File: src/sv/isrf_pkg.sv
// Shared types, codes and constants of the sensor register file.
package isrf_pkg;

    typedef enum logic [2:0] {
        FuncStart = 3'd0,
        FuncStop  = 3'd1,
        FuncWrite = 3'd2,
        FuncRead  = 3'd3,
        FuncTick  = 3'd4
    } t_func;

    typedef struct packed {
        logic       ack;
        logic [7:0] read_data;
        logic       ready_pin;
    } t_result;

    localparam int BankDepth = 16;
    localparam int BankAw    = $clog2(BankDepth);

    localparam logic [7:0]  WrLow      = 8'h04;
    localparam logic [7:0]  WrHigh     = 8'h0F;
    localparam logic [7:0]  MeasReg    = 8'h0F;
    localparam logic [15:0] DelayReset = 16'd660;

    // Register index of the delay setting on the configuration port.
    localparam logic        CfgDelayIdx = 1'b0;
    localparam int          CfgAddrW    = 3;

    // Temperature code: floor(n * 256 / 165) = (n * TempRecip) >> 24, exact for n < 2^16.
    localparam logic signed [16:0] TempOffset = 17'sd10240;
    localparam logic [24:0] TempRecip = 25'd26030105;
    // Humidity code: floor(h * 64 / 25) = (h * HumRecip) >> 22, exact for h < 2^15.
    localparam logic [23:0] HumRecip  = 24'd10737419;

    function automatic logic [7:0] id_byte(input logic [1:0] sel);
        logic [7:0] b;
        unique case (sel)
            2'd0:    b = 8'h49;
            2'd1:    b = 8'h54;
            2'd2:    b = 8'hD0;
            default: b = 8'h07;
        endcase
        return b;
    endfunction

endpackage

File: src/sv/i2c_sensor_register_file.sv
// Register file of an I2C temperature/humidity sensor with pointer auto-increment.
// Each accepted item's result is registered into the result register, or into the skid
// register while the result register is stalled. Throughput: one item per cycle while the
// skid register is empty; this two-entry output stage keeps input acceptance going while a result waits to be taken.
// Reset (synchronous, active low) clears the bank, pointer, countdown and flags,
// empties the output stage and sets the measurement delay to 660 ticks.
module i2c_sensor_register_file (
    input  logic                                i_clk,
    input  logic                                i_rst_n,
    // item input
    input  logic                                i_in_valid,
    output logic                                o_in_ready,
    input  logic [2:0]                          i_func,
    input  logic [7:0]                          i_wr_data,
    input  logic signed [15:0]                  i_temperature_q8,
    input  logic [14:0]                         i_humidity_q8,
    // result output
    output logic                                o_out_valid,
    input  logic                                i_out_ready,
    output logic                                o_ack,
    output logic [7:0]                          o_read_data,
    output logic                                o_ready_pin,
    // configuration port
    input  logic                                psel,
    input  logic                                penable,
    input  logic                                pwrite,
    input  logic [isrf_pkg::CfgAddrW-1:0]       paddr,
    input  logic [31:0]                         pwdata,
    output logic [31:0]                         prdata,
    output logic                                pready
);

    logic [7:0]  r_bank [isrf_pkg::BankDepth];
    logic [7:0]  r_ptr;
    logic        r_ptr_loaded;
    logic [15:0] r_count;
    logic        r_measuring;
    logic        r_ready_level;
    logic [15:0] r_delay;

    logic [7:0]  n_bank [isrf_pkg::BankDepth];
    logic [7:0]  n_ptr;
    logic        n_ptr_loaded;
    logic [15:0] n_count;
    logic        n_measuring;
    logic        n_ready_level;

    isrf_pkg::t_result r_out;
    isrf_pkg::t_result r_skid;
    logic              r_out_vld;
    logic              r_skid_vld;
    isrf_pkg::t_result n_res;

    logic accept;
    logic out_fire;
    logic cfg_wr;

    logic signed [16:0] temp_n;
    logic [40:0]        temp_prod;
    logic [15:0]        temp_code;
    logic [38:0]        hum_prod;
    logic [15:0]        hum_raw;
    logic [7:0]         rd_byte;

    assign pready     = 1'b1;
    assign cfg_wr     = psel && penable && pwrite && pready;
    assign prdata     = (paddr[2] == isrf_pkg::CfgDelayIdx) ? {16'd0, r_delay} : 32'd0;

    assign o_in_ready = !r_skid_vld;
    assign accept     = i_in_valid && o_in_ready;
    assign out_fire   = r_out_vld && i_out_ready;

    assign o_out_valid = r_out_vld;
    assign o_ack       = r_out.ack;
    assign o_read_data = r_out.read_data;
    assign o_ready_pin = r_out.ready_pin;

    // Raw codes by reciprocal multiplication; a negative offset temperature clamps to zero, overflow to all ones.
    always_comb begin
        temp_n    = 17'(i_temperature_q8) + isrf_pkg::TempOffset;
        temp_prod = 41'(temp_n[15:0]) * 41'(isrf_pkg::TempRecip);
        if (temp_n[16]) begin
            temp_code = 16'd0;
        end else if (temp_prod[40]) begin
            temp_code = 16'hFFFF;
        end else begin
            temp_code = temp_prod[39:24];
        end
        hum_prod = 39'(i_humidity_q8) * 39'(isrf_pkg::HumRecip);
        hum_raw  = hum_prod[38] ? 16'hFFFF : hum_prod[37:22];
    end

    always_comb begin
        if (r_ptr[7:4] == 4'd0) begin
            rd_byte = r_bank[r_ptr[isrf_pkg::BankAw-1:0]];
        end else if (r_ptr[7:2] == 6'h3F) begin
            rd_byte = isrf_pkg::id_byte(r_ptr[1:0]);
        end else begin
            rd_byte = 8'd0;
        end
    end

    always_comb begin
        n_bank        = r_bank;
        n_ptr         = r_ptr;
        n_ptr_loaded  = r_ptr_loaded;
        n_count       = r_count;
        n_measuring   = r_measuring;
        n_ready_level = r_ready_level;
        n_res.ack       = 1'b1;
        n_res.read_data = 8'd0;
        unique case (isrf_pkg::t_func'(i_func))
            isrf_pkg::FuncStop: begin
                n_ptr_loaded = 1'b0;
            end
            isrf_pkg::FuncWrite: begin
                if (!r_ptr_loaded) begin
                    n_ptr        = i_wr_data;
                    n_ptr_loaded = 1'b1;
                end else if (r_ptr >= isrf_pkg::WrLow && r_ptr <= isrf_pkg::WrHigh) begin
                    n_bank[r_ptr[isrf_pkg::BankAw-1:0]] = i_wr_data;
                    if (r_ptr == isrf_pkg::MeasReg && i_wr_data[0]) begin
                        n_count       = (r_delay == 16'd0) ? 16'd1 : r_delay;
                        n_measuring   = 1'b1;
                        n_ready_level = 1'b0;
                    end
                    n_ptr = r_ptr + 8'd1;
                end else begin
                    n_res.ack = 1'b0;
                end
            end
            isrf_pkg::FuncRead: begin
                n_res.read_data = rd_byte;
                n_ptr           = r_ptr + 8'd1;
            end
            isrf_pkg::FuncTick: begin
                if (r_measuring) begin
                    if (r_count <= 16'd1) begin
                        n_bank[0]  = temp_code[7:0];
                        n_bank[1]  = temp_code[15:8];
                        n_bank[2]  = hum_raw[7:0];
                        n_bank[3]  = hum_raw[15:8];
                        n_bank[isrf_pkg::MeasReg[isrf_pkg::BankAw-1:0]] =
                            r_bank[isrf_pkg::MeasReg[isrf_pkg::BankAw-1:0]] & 8'hFE;
                        n_ready_level = 1'b1;
                        n_measuring   = 1'b0;
                        n_count       = 16'd0;
                    end else begin
                        n_count = r_count - 16'd1;
                    end
                end
            end
            default: begin
            end
        endcase
        n_res.ready_pin = n_ready_level;
    end

    always_ff @(posedge i_clk) begin
        if (!i_rst_n) begin
            for (int i = 0; i < isrf_pkg::BankDepth; i++) begin
                r_bank[i] <= 8'd0;
            end
            r_ptr         <= 8'd0;
            r_ptr_loaded  <= 1'b0;
            r_count       <= 16'd0;
            r_measuring   <= 1'b0;
            r_ready_level <= 1'b0;
        end else if (accept) begin
            r_bank        <= n_bank;
            r_ptr         <= n_ptr;
            r_ptr_loaded  <= n_ptr_loaded;
            r_count       <= n_count;
            r_measuring   <= n_measuring;
            r_ready_level <= n_ready_level;
        end
    end

    always_ff @(posedge i_clk) begin
        if (!i_rst_n) begin
            r_delay <= isrf_pkg::DelayReset;
        end else if (cfg_wr && paddr[2] == isrf_pkg::CfgDelayIdx) begin
            r_delay <= pwdata[15:0];
        end
    end

    // Output stage: a beat that arrives while the result register is stalled parks in the skid.
    always_ff @(posedge i_clk) begin
        if (!i_rst_n) begin
            r_out_vld  <= 1'b0;
            r_skid_vld <= 1'b0;
        end else if (!r_out_vld || out_fire) begin
            r_out_vld  <= r_skid_vld || accept;
            r_skid_vld <= 1'b0;
        end else if (accept) begin
            r_skid_vld <= 1'b1;
        end
    end

    always_ff @(posedge i_clk) begin
        if (!r_out_vld || out_fire) begin
            r_out <= r_skid_vld ? r_skid : n_res;
        end
        if (accept && r_out_vld && !out_fire) begin
            r_skid <= n_res;
        end
    end

    a_skid_needs_main: assert property (@(posedge i_clk) disable iff (!i_rst_n)
        r_skid_vld |-> r_out_vld)
        else $error("skid entry valid while result register empty");

    a_stall_to_skid: assert property (@(posedge i_clk) disable iff (!i_rst_n)
        (accept && r_out_vld && !i_out_ready) |=> r_skid_vld)
        else $error("beat accepted under stall was not parked in skid");

    a_ready_vs_measure: assert property (@(posedge i_clk) disable iff (!i_rst_n)
        !(r_ready_level && r_measuring))
        else $error("ready pin high while a measurement runs");

    a_count_live: assert property (@(posedge i_clk) disable iff (!i_rst_n)
        r_measuring |-> (r_count != 16'd0))
        else $error("measurement running with zero countdown");

endmodule
File: config.mk
export PLATFORM = sky130hd
export DESIGN_NAME = i2c_sensor_register_file
export DESIGN_NICKNAME = d
export VERILOG_FILES = /design/src/sv/isrf_pkg.sv /design/src/sv/i2c_sensor_register_file.sv
export SDC_FILE = /design/constraint.sdc
export NUM_CORES = 1
export LEC_CHECK = 0
export BUFFER_PORTS_ARGS = -buffer_cell sky130_fd_sc_hd__buf_4
export CORE_MARGIN = 3
export CORE_UTILIZATION = 30
export CTS_CLUSTER_DIAMETER = 50
export DETAILED_ROUTE_END_ITERATION = 10
export SLEW_MARGIN = 20
export SYNTH_ARGS = -nofsm -noshare
export SYNTH_HDL_FRONTEND = slang
export SYNTH_SLANG_ARGS = --single-unit
export TNS_END_PERCENT = 1
File: constraint.sdc
create_clock -name i_clk -period 7.1 [get_ports i_clk]
set_clock_uncertainty 0.2 [all_clocks]
set_input_delay 0 -clock i_clk [delete_from_list [all_inputs] [get_ports i_clk]]
set_output_delay 0 -clock i_clk [all_outputs]
set_load 0.02 [all_outputs]
==> flow_summary.toml <==
[finish]
seq_area_um2 = 4070
fin_nets = 2782
layout-area-overhead-vs-synth_pct = 12.2
multiInputGateArea_um2 = 14400
drive_gt1_share_pct = 9.33
fin_cells = 3061
n_fill_cell = 6681
n_antenna_cell = 0

[worst_setup_path]
crit_path_end_kind = "flop"
cp_data_required_time_ns = 7.22
arrival_ns = 6.24
worstSetupStartpointType = "input port"
crit_fanout = 14
critPathKind = "in -> reg"

[global_routing]
grt_antenna_before_repair = 0
grt_overflow = 0
grt_max_degree = 84
first_global_vias = 15600
grt.total_usage_pct = 14.7
grt_pass1_wl_um = 83200

[sta]
hold_viol = 0
fmax_mhz = 163
setup_viol = 0
worst_slack_ns = 0.975
period_share_pct = 86.3
tns_ns = 0
worstMarginPinSlew_ns = 0.941
fin_crit_ns = 6.13
rsz0062_at_grt = "false"
final-max-slew-violation-count = 0
worst_slew_margin_rel_pct = 37.2

[route]
drcViolationCount = 0
finalWirelength_um = 51200
firstDrtPassIters = 5
wl_per_cell_um = 16.7
via_count = 15100
viasPerCell = 4.93
ant_nets = 0
drt_iter0_markers = 914

[power]
sequentialPowerShare_pct = 13.6
power_density_nw_per_um2 = 369
p_comb_share_pct = 74.8
switchingPower_mw = 4.02
p_int_mw = 4.25
vdd_drop_max_uv = 242
power.share.clock_pct = 11.6
power.leakage_nw = 10.2
swShare_pct = 48.6

[synth]
avgSynthCellArea_um2 = 9.49
netlist_area_um2 = 20000
synth_edf_count = 20
synth-async-reset-ratio_pct = 0
seq_area_frac_synth_pct = 20.3
synth_seq_cells = 193
synthesis.yosys.warnings = 0
synthCells = 2107
yosysUniqueCellTypes = 73
ys.flop_type = "dfxtp_1"

[clocking]
htreeDepth = 4
cts_root_buf = "clkbuf_16"
tritoncts = "built"
clk_pin_slew_ns = 0.07
clock_latency_ns = 0.44
cts_hold_buf = 35
post_cts_resize_count = 0
clk_path_buf_depth = 2
cts_buffers = 17
cts_num_sinks = 193
cts_setup_buffers = 0

[placed_design]
routabilityCongestion = 0.899
place_ws_ns = 0.622
place_hpwl_um = 40700
dp.cells = 2994
io_buffers = 93

[worst_hold_path]
hold_class = "in -> reg"

[floorplan]
ioPinCount = 129
dieArea_um2 = 69800
core_area_um2 = 65900
start_util_pct = 30.4
die_w_um = 264
placementRows = 94
die_h_um = 264

[status]
status = "finished clean"

[job]
drv_cap = 0
## final timing paths
kind,cells after the start,slack (ns),endpoint,start
max reg2reg,8,3.11,r_bank[121]$_SDFFE_PN0P_,r_count[6]$_SDFFE_PN0P_
max,22,0.97,r_bank[120]$_SDFFE_PN0P_,i_temperature_q8[15]
min reg2reg,2,0.26,r_bank[116]$_SDFFE_PN0P_,r_bank[116]$_SDFFE_PN0P_
min,4,0.04,r_delay[15]$_SDFFE_PN0P_,penable
## worst max-delay path, cell delays in order
cell and delay [ns]:
dlygate4sd3_1 0.53, buf_4 0.14, xor2_1 0.25, inv_1 0.13, ha_1 0.38, ha_1 0.28
fa_1 0.41, inv_1 0.08, fa_1 0.44, fa_1 0.52, fa_1 0.55, inv_1 0.04
ha_1 0.33, and4_1 0.23, a221o_1 0.31, a31oi_1 0.36, o211ai_1 0.32, o2111ai_1 0.26
o311ai_1 0.12, buf_4 0.20, o21ai_0 0.22, a21boi_0 0.11
## per-layer routing
layer / GRT usage (%) / up-vias / wire (um)
met2: 25.3 / 382 / 24900
met1: 19.3 / 7331 / 22800
li1: - / 7306 / -
met5: 0 / - / 0
met4: 3.81 / 0 / 1110
met3: 2.10 / 66 / 2370
## placed cells by master (no fill, tap or decap), drive strengths merged, types with 22 or more instances in the layout
| master | netlist | layout |
|---|---|---|
| a21o | 23 | 23 |
| clkbuf | 77 | 22 |
| xnor2 | 23 | 23 |
| a21oi | 76 | 76 |
| nand2 | 192 | 192 |
| dlygate4sd3 | 0 | 35 |
| nor2 | 71 | 71 |
| inv | 298 | 303 |
| dfxtp | 173 | 173 |
| fa | 189 | 189 |
| nand3 | 113 | 113 |
| o21ai | 78 | 78 |
| buf | 22 | 107 |
| nor2b | 37 | 37 |
| mux4 | 40 | 40 |
| a21boi | 108 | 108 |
| ha | 325 | 325 |
## sequential cells by signal, indices dropped and copies added, names as in the netlist
register / flops
r_measuring: 1
r_ready_level: 1
r_delay: 16
r_ptr_loaded: 1
r_bank: 128
o_out_valid: 1
o_ack: 1
r_skid_vld: 1
r_skid: 10
r_ptr: 8
r_count: 16
o_ready_pin: 1
o_read_data: 8
## layout make-up
cell class | instances | share of cell area, %
Clock buffer | 22 | 2.16
Clock inverter | 10 | 0.429
Inverter | 298 | 4.99
Multi-Input combinational cell | 1532 | 64.3
Sequential cell | 193 | 18.1
Tap cell | 864 | 4.82
Timing Repair Buffer | 142 | 5.14
## cell usage after synthesis (11+ instances only)
library cell / instances / area share, %
nor2b_1: 37 / 1.2
o21ai_0: 77 / 1.9
nand2_1: 192 / 3.6
inv_1: 297 / 5.6
nand3_1: 112 / 2.8
fa_1: 189 / 19
nor3_1: 18 / 0.45
xor2_1: 14 / 0.61
nand4_1: 11 / 0.34
mux4_2: 40 / 4.5
nor2_1: 71 / 1.3
nand2b_1: 13 / 0.41
and2_1: 21 / 0.66
buf_4: 18 / 0.68
a21boi_0: 108 / 4.1
o221a_1: 16 / 0.90
edfxtp_1: 20 / 3.0
a21o_1: 23 / 0.86
dfxtp_1: 173 / 17
ha_1: 325 / 20
a31oi_1: 13 / 0.41
xnor2_1: 23 / 1.0
a21oi_1: 76 / 1.9
clkbuf_1: 77 / 1.4
## per-stage QoR
step                instance area (um2)  power [mW]  utilization [%]  hold WS (ns)
global route                      22400        9.30             34.1        0.0810
detailed placement                21500        7.33             32.6        0.0190
global placement                  21500        7.25             32.6        0.0190
CTS                               22400        8.36             34.1        0.0243
floorplan                         20100        5.84                -        -0.122
finish                            22400        8.28             34.1        0.0446
## kinds of logic (layout without fill, tap and decap cells)
group / after synthesis / after routing / share of synthesized area, %
xor+xnor: 37 / 37 / 1.62
flops: 193 / 193 / 20.3
compound gates: 382 / 382 / 13.0
fa+ha+maj: 514 / 514 / 39.2
other cells: 2 / 17 / 0.0375
mux: 53 / 53 / 5.19
simple gates: 529 / 529 / 12.8
buf+inv: 397 / 472 / 7.87
## power groups by stage
stage / Clock (mW) / Combinational (mW) / Sequential [mW]
final: 0.962 / 6.19 / 1.12
after global routing: 1.02 / 7.15 / 1.13
after CTS: 0.981 / 6.26 / 1.12
after detailed placement: 0 / 6.18 / 1.15
after global placement: 0 / 6.10 / 1.15
after floorplan: 0 / 4.70 / 1.15
Note: power is estimated with default switching activity, not from simulation.
